## src/rtl/ast_pkg.sv

```systemverilog
// ============================================================================
// ast_pkg
// Shared types, codes and sizes for the alarm schedule table.
// ============================================================================
package ast_pkg;

  // Table size and the widths that follow from it.
  localparam int ENTRIES = 8;
  localparam int IDX_W   = (ENTRIES > 1) ? $clog2(ENTRIES) : 1;
  localparam int CNT_W   = $clog2(ENTRIES + 1);

  // Selector constants.
  localparam logic [7:0] SEL_ANY = 8'hFF;
  localparam logic [7:0] DAY_ANY = 8'h80;

  // Operation codes.
  localparam logic [2:0] OP_TICK   = 3'd0;
  localparam logic [2:0] OP_ADD    = 3'd1;
  localparam logic [2:0] OP_REMOVE = 3'd2;
  localparam logic [2:0] OP_UPDATE = 3'd3;
  localparam logic [2:0] OP_STATS  = 3'd4;

  // Result kinds.
  localparam logic [2:0] KIND_FIRED  = 3'd0;
  localparam logic [2:0] KIND_ADD    = 3'd1;
  localparam logic [2:0] KIND_REMOVE = 3'd2;
  localparam logic [2:0] KIND_UPDATE = 3'd3;
  localparam logic [2:0] KIND_STATS  = 3'd4;

  // Result status codes.
  localparam logic [1:0] ST_OK       = 2'd0;
  localparam logic [1:0] ST_BAD_SLOT = 2'd1;
  localparam logic [1:0] ST_FULL     = 2'd2;

  // One input item.
  typedef struct packed {
    logic [2:0] op;
    logic [7:0] slot_index;
    logic [7:0] minute_sel;
    logic [7:0] hour_sel;
    logic [7:0] weekday_mask;
    logic [7:0] action_code;
    logic       enable_bit;
    logic [5:0] now_minute;
    logic [4:0] now_hour;
    logic [2:0] now_weekday;
  } in_item_t;

  // One result item.
  typedef struct packed {
    logic [2:0]  kind;
    logic [1:0]  status;
    logic [2:0]  slot;
    logic [7:0]  fired_action;
    logic [3:0]  enabled_count;
    logic [31:0] fire_total;
    logic        last;
  } out_item_t;

  // One stored alarm entry.
  typedef struct packed {
    logic [7:0] minute;
    logic [7:0] hour;
    logic [7:0] mask;
    logic [7:0] action;
    logic       enabled;
  } entry_t;

  // Commands from the controller to the datapath.
  typedef struct packed {
    logic load;
    logic step;
    logic finish;
  } ctrl_cmd_t;

  // Status from the datapath to the controller.
  typedef struct packed {
    logic scan_end;
  } dp_status_t;

endpackage

```

## src/rtl/ast_ctrl.sv

```systemverilog
// ============================================================================
// ast_ctrl
// Sequencer for the alarm schedule table: accept, table scan and finish.
// ============================================================================
module ast_ctrl (
  input  logic                clk,
  input  logic                rst_n,
  input  logic                start,
  input  logic [2:0]          op,
  input  ast_pkg::dp_status_t sts,
  output logic                busy,
  output ast_pkg::ctrl_cmd_t  cmd
);

  typedef enum logic [2:0] {
    S_IDLE   = 3'b001,
    S_SCAN   = 3'b010,
    S_FINISH = 3'b100
  } state_t;

  state_t state_r, state_nxt;

  // Next state and commands.
  always_comb begin
    state_nxt  = state_r;
    cmd        = '0;
    unique case (state_r)
      S_IDLE: begin
        if (start) begin
          cmd.load = 1'b1;
          if (op == ast_pkg::OP_TICK || op == ast_pkg::OP_ADD ||
              op == ast_pkg::OP_STATS) begin
            state_nxt = S_SCAN;
          end else if (op == ast_pkg::OP_REMOVE || op == ast_pkg::OP_UPDATE) begin
            state_nxt = S_FINISH;
          end
        end
      end
      S_SCAN: begin
        cmd.step = 1'b1;
        if (sts.scan_end) begin
          state_nxt = S_FINISH;
        end
      end
      S_FINISH: begin
        cmd.finish = 1'b1;
        state_nxt  = S_IDLE;
      end
      default: begin
        state_nxt = S_IDLE;
      end
    endcase
  end

  assign busy = (state_r != S_IDLE);

  // State register.
  always_ff @(posedge clk) begin
    if (!rst_n) begin
      state_r <= S_IDLE;
    end else begin
      state_r <= state_nxt;
    end
  end

endmodule

```

## src/rtl/ast_dp.sv

```systemverilog
// ============================================================================
// ast_dp
// Datapath: entry table, rearm flags, fire counter, scan pointer and the
// result register.
// ============================================================================
module ast_dp (
  input  logic                clk,
  input  logic                rst_n,
  input  ast_pkg::in_item_t   in_data,
  input  ast_pkg::ctrl_cmd_t  cmd,
  output ast_pkg::dp_status_t sts,
  output logic                out_valid,
  output ast_pkg::out_item_t  out_data
);

  ast_pkg::entry_t               table_r   [ast_pkg::ENTRIES];
  ast_pkg::entry_t               table_nxt [ast_pkg::ENTRIES];
  logic [ast_pkg::ENTRIES-1:0]   armed_r, armed_nxt;
  logic [31:0]                   fire_cnt_r, fire_cnt_nxt;
  ast_pkg::in_item_t             item_r, item_nxt;
  logic [ast_pkg::IDX_W-1:0]     idx_r, idx_nxt;
  logic [ast_pkg::CNT_W-1:0]     cnt_r, cnt_nxt;
  logic                          found_r, found_nxt;
  logic [ast_pkg::IDX_W-1:0]     found_slot_r, found_slot_nxt;
  logic                          pend_v_r, pend_v_nxt;
  logic [ast_pkg::IDX_W-1:0]     pend_slot_r, pend_slot_nxt;
  logic [7:0]                    pend_act_r, pend_act_nxt;
  logic [31:0]                   pend_total_r, pend_total_nxt;
  logic                          out_valid_r, out_valid_nxt;
  ast_pkg::out_item_t            out_data_r, out_data_nxt;

  ast_pkg::entry_t               cur;
  logic                          hit;
  logic [31:0]                   fire_inc;
  logic                          slot_ok;
  logic [ast_pkg::IDX_W-1:0]     slot_addr;

  // Schedule match of one entry against the tick time.
  function automatic logic entry_matches(ast_pkg::entry_t e, logic [5:0] mi,
                                         logic [4:0] hr, logic [2:0] wd);
    logic [2:0] dow;
    logic       ok;
    ok = 1'b1;
    if (e.minute != ast_pkg::SEL_ANY && e.minute != {2'b00, mi}) ok = 1'b0;
    if (e.hour != ast_pkg::SEL_ANY && e.hour != {3'b000, hr}) ok = 1'b0;
    if ((e.mask & ast_pkg::DAY_ANY) == 8'h00) begin
      // Sunday and the out-of-range code seven share mask bit six.
      dow = (wd == 3'd0 || wd == 3'd7) ? 3'd6 : wd - 3'd1;
      if (!e.mask[dow]) ok = 1'b0;
    end
    return ok;
  endfunction

  // Entry built from the fields of an item.
  function automatic ast_pkg::entry_t load_entry(ast_pkg::in_item_t it);
    ast_pkg::entry_t e;
    e.minute  = it.minute_sel;
    e.hour    = it.hour_sel;
    e.mask    = it.weekday_mask;
    e.action  = it.action_code;
    e.enabled = it.enable_bit;
    return e;
  endfunction

  assign cur       = table_r[idx_r];
  assign hit       = entry_matches(cur, item_r.now_minute, item_r.now_hour,
                                   item_r.now_weekday);
  assign fire_inc  = fire_cnt_r + 32'd1;
  assign slot_ok   = ({1'b0, item_r.slot_index} < 9'(ast_pkg::ENTRIES));
  assign slot_addr = item_r.slot_index[ast_pkg::IDX_W-1:0];
  assign sts.scan_end = (idx_r == ast_pkg::IDX_W'(ast_pkg::ENTRIES - 1));

  // Next-state logic for the whole datapath.
  always_comb begin
    table_nxt      = table_r;
    armed_nxt      = armed_r;
    fire_cnt_nxt   = fire_cnt_r;
    item_nxt       = item_r;
    idx_nxt        = idx_r;
    cnt_nxt        = cnt_r;
    found_nxt      = found_r;
    found_slot_nxt = found_slot_r;
    pend_v_nxt     = pend_v_r;
    pend_slot_nxt  = pend_slot_r;
    pend_act_nxt   = pend_act_r;
    pend_total_nxt = pend_total_r;
    out_valid_nxt  = 1'b0;
    out_data_nxt   = out_data_r;

    // Capture the accepted item and clear the scan state.
    if (cmd.load) begin
      item_nxt       = in_data;
      idx_nxt        = '0;
      cnt_nxt        = '0;
      found_nxt      = 1'b0;
      found_slot_nxt = '0;
      pend_v_nxt     = 1'b0;
    end

    // One table entry per cycle.
    if (cmd.step) begin
      idx_nxt = idx_r + ast_pkg::IDX_W'(1);
      case (item_r.op)
        ast_pkg::OP_TICK: begin
          if (cur.enabled) begin
            if (!hit) begin
              armed_nxt[idx_r] = 1'b0;
            end else if (!armed_r[idx_r]) begin
              fire_cnt_nxt     = fire_inc;
              armed_nxt[idx_r] = 1'b1;
              // A held firing is now known not to be the final one.
              if (pend_v_r) begin
                out_valid_nxt             = 1'b1;
                out_data_nxt              = '0;
                out_data_nxt.kind         = ast_pkg::KIND_FIRED;
                out_data_nxt.slot         = 3'(pend_slot_r);
                out_data_nxt.fired_action = pend_act_r;
                out_data_nxt.fire_total   = pend_total_r;
              end
              pend_v_nxt     = 1'b1;
              pend_slot_nxt  = idx_r;
              pend_act_nxt   = cur.action;
              pend_total_nxt = fire_inc;
            end
          end
        end
        ast_pkg::OP_ADD: begin
          if (!cur.enabled && !found_r) begin
            table_nxt[idx_r] = load_entry(item_r);
            found_nxt        = 1'b1;
            found_slot_nxt   = idx_r;
          end
        end
        ast_pkg::OP_STATS: begin
          if (cur.enabled) begin
            cnt_nxt = cnt_r + ast_pkg::CNT_W'(1);
          end
        end
        default: begin
        end
      endcase
    end

    // Final result of the item.
    if (cmd.finish) begin
      out_data_nxt      = '0;
      out_data_nxt.last = 1'b1;
      case (item_r.op)
        ast_pkg::OP_TICK: begin
          out_valid_nxt             = pend_v_r;
          out_data_nxt.kind         = ast_pkg::KIND_FIRED;
          out_data_nxt.slot         = 3'(pend_slot_r);
          out_data_nxt.fired_action = pend_act_r;
          out_data_nxt.fire_total   = pend_total_r;
          pend_v_nxt                = 1'b0;
        end
        ast_pkg::OP_ADD: begin
          out_valid_nxt       = 1'b1;
          out_data_nxt.kind   = ast_pkg::KIND_ADD;
          out_data_nxt.status = found_r ? ast_pkg::ST_OK : ast_pkg::ST_FULL;
          out_data_nxt.slot   = found_r ? 3'(found_slot_r) : 3'd0;
        end
        ast_pkg::OP_REMOVE: begin
          out_valid_nxt       = 1'b1;
          out_data_nxt.kind   = ast_pkg::KIND_REMOVE;
          out_data_nxt.status = slot_ok ? ast_pkg::ST_OK : ast_pkg::ST_BAD_SLOT;
          if (slot_ok) begin
            table_nxt[slot_addr] = '0;
          end
        end
        ast_pkg::OP_UPDATE: begin
          out_valid_nxt       = 1'b1;
          out_data_nxt.kind   = ast_pkg::KIND_UPDATE;
          out_data_nxt.status = slot_ok ? ast_pkg::ST_OK : ast_pkg::ST_BAD_SLOT;
          if (slot_ok) begin
            table_nxt[slot_addr] = load_entry(item_r);
          end
        end
        ast_pkg::OP_STATS: begin
          out_valid_nxt              = 1'b1;
          out_data_nxt.kind          = ast_pkg::KIND_STATS;
          out_data_nxt.enabled_count = 4'(cnt_r);
          out_data_nxt.fire_total    = fire_cnt_r;
        end
        default: begin
        end
      endcase
    end
  end

  // Control and architectural state, cleared by reset.
  always_ff @(posedge clk) begin
    if (!rst_n) begin
      for (int i = 0; i < ast_pkg::ENTRIES; i++) begin
        table_r[i] <= '0;
      end
      armed_r     <= '0;
      fire_cnt_r  <= '0;
      idx_r       <= '0;
      cnt_r       <= '0;
      found_r     <= 1'b0;
      pend_v_r    <= 1'b0;
      out_valid_r <= 1'b0;
    end else begin
      table_r     <= table_nxt;
      armed_r     <= armed_nxt;
      fire_cnt_r  <= fire_cnt_nxt;
      idx_r       <= idx_nxt;
      cnt_r       <= cnt_nxt;
      found_r     <= found_nxt;
      pend_v_r    <= pend_v_nxt;
      out_valid_r <= out_valid_nxt;
    end
  end

  // Payload registers.
  always_ff @(posedge clk) begin
    item_r       <= item_nxt;
    found_slot_r <= found_slot_nxt;
    pend_slot_r  <= pend_slot_nxt;
    pend_act_r   <= pend_act_nxt;
    pend_total_r <= pend_total_nxt;
    out_data_r   <= out_data_nxt;
  end

  assign out_valid = out_valid_r;
  assign out_data  = out_data_r;

endmodule

```

## src/rtl/alarm_schedule_table_top.sv

```systemverilog
// ============================================================================
// alarm_schedule_table_top
// Alarm schedule table: cron-like matching of eight alarm entries.
// ============================================================================
// Usage:
//   A command is transferred on a rising edge with start high and busy low;
//   in_data carries the operation and its fields. Results appear on out_data
//   for exactly one cycle, marked by out_valid; the receiver cannot stall,
//   so each result is transferred in the cycle it is shown.
//   Tick, add and stats walk the entry table one slot per cycle, then take a
//   finish step; busy stays high through the scan and the finish step, so no
//   new command is taken until both are done. Remove and update skip the
//   scan and hold busy for the finish step only. Unused op codes are
//   taken and dropped without a result.
//   A tick gives one result per firing entry, in slot order, the last one
//   marked by last; each firing is held until the next one is found in the
//   scan, and the final one is shown after the finish step. Other commands
//   give one result, also after the finish step.
//   Synchronous reset (rst_n low) disables every entry, clears the rearm
//   flags and the fire counter, and returns the sequencer to idle.
// ============================================================================
module alarm_schedule_table_top (
  input  logic               clk,
  input  logic               rst_n,
  input  logic               start,
  output logic               busy,
  input  ast_pkg::in_item_t  in_data,
  output logic               out_valid,
  output ast_pkg::out_item_t out_data
);

  ast_pkg::ctrl_cmd_t  cmd;
  ast_pkg::dp_status_t sts;

  // Sequencer.
  ast_ctrl u_ctrl (
    .clk   (clk),
    .rst_n (rst_n),
    .start (start),
    .op    (in_data.op),
    .sts   (sts),
    .busy  (busy),
    .cmd   (cmd)
  );

  // Table and result datapath.
  ast_dp u_dp (
    .clk       (clk),
    .rst_n     (rst_n),
    .in_data   (in_data),
    .cmd       (cmd),
    .sts       (sts),
    .out_valid (out_valid),
    .out_data  (out_data)
  );

endmodule

```

## config.mk

```make
export PLATFORM = sky130hd
export DESIGN_NAME = alarm_schedule_table_top
export DESIGN_NICKNAME = d
export VERILOG_FILES = /design/src/rtl/ast_pkg.sv /design/src/rtl/ast_ctrl.sv /design/src/rtl/ast_dp.sv /design/src/rtl/alarm_schedule_table_top.sv
export SDC_FILE = /design/constraint.sdc
export NUM_CORES = 1
export LEC_CHECK = 0
export ABC_AREA = 1
export CAP_MARGIN = 15
export CORE_MARGIN = 2
export CORE_UTILIZATION = 35
export DETAILED_ROUTE_END_ITERATION = 16
export DONT_BUFFER_PORTS = 1
export GPL_ROUTABILITY_DRIVEN = 0
export GPL_TIMING_DRIVEN = 0
export HOLD_SLACK_MARGIN = 0.12
export PLACE_DENSITY = 0.6
export SLEW_MARGIN = 30
export SYNTH_ARGS = -nofsm -noshare
export SYNTH_HDL_FRONTEND = slang
export SYNTH_SLANG_ARGS = --single-unit
```

## constraint.sdc

```tcl
create_clock -name clk -period 10.55 [get_ports clk]
set_clock_uncertainty 0.05 [all_clocks]
set_input_delay 2.11 -clock clk [delete_from_list [all_inputs] [get_ports clk]]
set_output_delay 2.11 -clock clk [all_outputs]
set_load 0.03 [all_outputs]
```

# Word-level counts from Yosys, hierarchy flattened

Cells that the tools add are included.
Widths: inputs -> output; s select.

Bits in read-only memories: 0
Memory bits (writable): 0
Register bits after elaboration: 474
Bits in latches: 0
Input port bits: 61
Logic and storage cells: 225
Output and inout bits: 55
Memories kept: 0

Reductions and logical operators: 29
$mul: 0
Magnitude comparators: 8
Mux-type cells: 84
Add/subtract/negate cells: 4
Bitwise gates (word level): 8
Shift operators: 0
Equality and inequality tests: 23
Div/mod/pow operators: 0

Operator list:

| operator              | number |
|---|---|
| $mux 264              | 6 |
| $bwmux 264            | 2 |
| $pmux 264 s2          | 1 |
| $mux 53               | 7 |
| $and 264x264->264     | 1 |
| $not 264->264         | 1 |
| $demux 33 s3          | 2 |
| $mux 33               | 4 |
| $bmux 33 s3           | 1 |
| $pmux 32 s2           | 1 |
| $mux 3                | 12 |
| $add 32x1->32 const B | 1 |
| $mux 1                | 31 |
| $mux 8                | 3 |
| $mux 4                | 5 |
| $ne 8x8->1 const B    | 2 |
| $eq 3x2->1 const B    | 5 |
| $eq 3x3->1 const B    | 5 |
| $pmux 3 s2            | 2 |
| $pmux 3 s4            | 1 |
| $reduce_and 6->1      | 2 |
| $reduce_bool 2->1     | 6 |
| $eq 3x1->1 const B    | 3 |
| $logic_not 3->1       | 3 |
| 31 further kinds      | 49 |

# Longest topological paths before layout

Word-level depth: 16
Depth in mapped cells: 22

# Cells and area by module

A second synthesis with hierarchy kept.

Cells, all modules: 3027
Area, all modules: 22905.7 um^2

Modules (own cells, without submodules):

| module   | cells an instance | area each (um^2) | seq. area each (um^2) | instances |
|---|---|---|---|---|
| ast_dp   | 2992              | 22691.8          | 10960.5               | 1 |
| ast_ctrl | 35                | 214.0            | 60.1                  | 1 |

# Least setup slack after synthesis

OpenSTA, ideal clock, no wires.

Kind: input to register
From: input port start
To: register u_dp.item_r[0] in the netlist's numbering (enable)
Path slack: 6.728 ns
Data required time: 10.086 ns
Cell stages on the path: 2
Arrival: 3.359 ns
Cell sequence: nand2_1 inv_1

RTL lines:

| element                | line                           | text |
|---|---|---|
| start: declaration     | alarm_schedule_table_top.sv:25 | `input logic start,` |
| end signal: assignment | ast_dp.sv:218                  | `item_r <= item_nxt;` |
| end: declaration       | ast_dp.sv:20                   | `ast_pkg::in_item_t item_r, item_nxt;` |

==> results.cfg <==
[cts]
cts_buffers = 55
cts_resized = 0
ctsHoldBuffers = 0
cts_tree = yes
cts-root-buf = clkbuf_16
h-tree-depth = 2
clock_sinks = 474
cts_setup_buffers = 0
insertion_delay_ns = 0.64
cts.reportedPaths.clkPinSlew_ns = 0.06
clock_path_buffers = 3

[global_route]
grt_max_degree = 53
grtUsageTotal_pct = 26.9
grt_pass1_wl_um = 136000
grt_overflow = 0
grt_pass1_vias = 20700
antenna_found_initial = 0

[pwr]
p_per_area_mw_per_mm2 = 158
max-vdd-ir-drop_uv = 120
intPower_mw = 3.05
combinationalPowerShare_pct = 5.8
seqPwrFrac_pct = 47.8
p_leak_nw = 9.68
p_clk_share_pct = 46.4
switching_share_pct = 26.0
p_sw_mw = 1.07

[floorplanning]
initial_core_util_pct = 35.3
die_area_mm2 = 0.0681
die_w_um = 261
row_count = 94
fp.dieH_um = 261
core_area_mm2 = 0.0655
io_pins = 116

[timing]
rsz0062_at_grt = false
slew_headroom_pct = 25.5
period_needed_ns = 4.39
final_max_slew_viol_count = 0
setup_viol = 0
hold_violations = 0
fmax_mhz = 228
fin_crit_sh_pct = 41.6
setup-tns-final_ns = 0
worstMarginPinSlew_ns = 1.11

[drt]
viasPerCell = 5.63
wire_per_inst_um = 23.5
drc = 0
drt_wl_total_um = 93600
firstDrtPassIters = 10
vias = 22400
drt_iter0_drc = 2991
ant_nets = 0

[worst_setup_path]
worstSetupStartpoint = u_dp.idx_r[0]
crit_end = u_dp.out_data[46]
path_class = flop to flop
critPathMaxFanout = 10
r2r-start = u_dp.idx_r[0]
worst_ep_arrival_time_ns = 4.66
r2r-end = u_dp.out_data[46]
rr_worst_depth = 16
worst_path_max_delay_cell = nor2_2
r2r_setup_slack_ns = 6.16
crit_required_ns = 10.82
slowest_delay_ns = 0.78
crit_chain = buf_2, inv_2, buf_2, nor2_2, inv_1, o22ai_1, nor2_1, nand3_1, nand2_1, a21oi_1, nor2_2, nand3_1, nand2_2, buf_4, nand2_1, o21ai_0
worstSetupEndpointType = flop
startpoint_type = flop

[yosys]
avgSynthCellArea_um2 = 7.69
synth_ff_type = dfxtp_1
syn-num-nets = 3073
synth-seq-area-share_pct = 47.7
ys_ff_latch = 474
yosysUniqueCellTypes = 46
syn-cell-area_mm2 = 0.0231
netlist_instances = 3006
async_reset_ff_share_pct = 0
yosysWarnings = 0
synth_edf_count = 153

[placed_design]
placedCellCount = 3872
dp_hpwl_um = 63100
io_buffers = 0

[hold_path]
hold_path.class = flop to flop
min-delay-start = u_dp.pend_v_r

[final_layout]
fillers = 6699
syn_to_final_growth_pct = 13.0
seqCellArea_mm2 = 0.0110
drive_gt1_share_pct = 7.65
stdcell_count = 3977
multi_input_area_mm2 = 0.0101
nets = 3132
final_core_util_pct = 39.9

[run]
cap_violations = 0

[status]
status = finished, final reports clean
[worst min-delay path by stage]
stage	end	slack (ns)	cells after the start
3_5_place_dp	u_dp.pend_slot_r[1]	0.42	0
5_1_grt	u_dp.pend_slot_r[1]	0.42	0
2_1_floorplan	u_dp.pend_slot_r[0]	0.38	0
3_3_place_gp	u_dp.fire_cnt_r[31]	0.42	2
6_report	u_dp.pend_v_r	0.43	2
4_1_cts	u_dp.pend_slot_r[1]	0.42	0
[logic make-up after synthesis]
| family | synth area share, % |
|---|---|
| buf+inv | 8.98 |
| simple gates | 23.1 |
| xor+xnor | 1.14 |
| compound gates | 18.8 |
| fa+ha+maj | 0.325 |
| flops | 47.7 |
[placed cells by master (no fill, tap or decap), types with 16 or more instances in the layout]
master | netlist | final
nand3_1 | 102 | 102
nor3_1 | 47 | 33
nand4_1 | 20 | 20
edfxtp_1 | 153 | 153
xor2_1 | 30 | 30
buf_2 | 59 | 59
dfxtp_1 | 321 | 321
clkbuf_1 | 100 | 111
clkinv_1 | 16 | 20
a21oi_1 | 242 | 242
nand2_1 | 952 | 951
clkbuf_16 | 0 | 57
o21ai_0 | 60 | 60
nor2_1 | 168 | 161
o21bai_1 | 18 | 18
o211ai_1 | 280 | 280
inv_1 | 288 | 287
nor3_2 | 2 | 16
buf_4 | 20 | 20
[critical path, delay by kind of cell, from the launching register on]
kind	cells	cell delay, ns
simple gates	8	1.59
buf+inv	5	1.30
flops	1	0.37
compound gates	3	0.77
[layer usage]
| metal | share of wire, % | GRT usage, % |
|---|---|---|
| met4 | 5.0 | 12.1 |
| met2 | 42 | 40.3 |
| met3 | 13 | 8.48 |
| met5 | 0 | 0 |
| met1 | 40 | 35.5 |
[registers in the layout, indices dropped and copies added, names as in the netlist, 3 cells and up, named ones only]
register / flops
u_dp.table_r: 264
u_dp.item_r: 58
u_dp.out_data: 53
u_dp.fire_cnt_r: 32
u_dp.pend_total_r: 32
u_dp.pend_act_r: 8
u_dp.cnt_r: 4
u_ctrl.state_r: 3
u_dp.found_slot_r: 3
u_dp.idx_r: 3
u_dp.pend_slot_r: 3
[power by group through the flow]
stage | Combinational (mW) | Sequential [mW] | Clock, mW
4_1_cts | 0.232 | 1.97 | 1.93
3_3_place_gp | 0.221 | 2.01 | 0
3_5_place_dp | 0.231 | 2.01 | 0
6_report | 0.241 | 1.97 | 1.91
5_1_grt | 0.255 | 1.97 | 2.00
2_1_floorplan | 0.135 | 1.99 | 0
[through the flow]
stage               hold WS, ns  instance area [µm²]  power, mW  worst slack (ns)
floorplan                 0.381                23100       2.13              6.73
global placement          0.415                24200       2.23              5.04
detailed placement        0.415                24300       2.24              6.42
CTS                       0.420                26100       4.13              6.42
global route              0.419                26100       4.22              6.17
finish                    0.428                26100       4.12              6.16
[Yosys cell counts (10+ instances only)]
cell type	number	area, µm²
nand4_1	20	125
nand3_1	102	510
clkbuf_1	100	375
o21ai_0	60	300
o221ai_1	14	123
buf_4	20	150
o21bai_1	18	135
xor2_1	30	263
o21bai_2	10	113
a22oi_1	10	75.1
nand2_1	952	3570
clkinv_1	16	60.1
nor3_1	47	235
dfxtp_1	321	6430
a21oi_1	242	1210
inv_1	288	1080
buf_2	59	295
nor2_1	168	631
o211ai_1	280	2100
edfxtp_1	153	4590
[cell type report]
cell class / instances / share of cell area (%)
sequential: 474 / 42.2
multi-input combinational: 2029 / 38.7
clock buffer: 78 / 5.92
inverter: 314 / 4.53
tap: 864 / 4.14
buffer: 189 / 3.46
clock inverter: 26 / 0.829
timing repair buffer: 2 / 0.211
antenna: 1 / 0.00958
No activity file was read; power rests on OpenSTA's default activity.
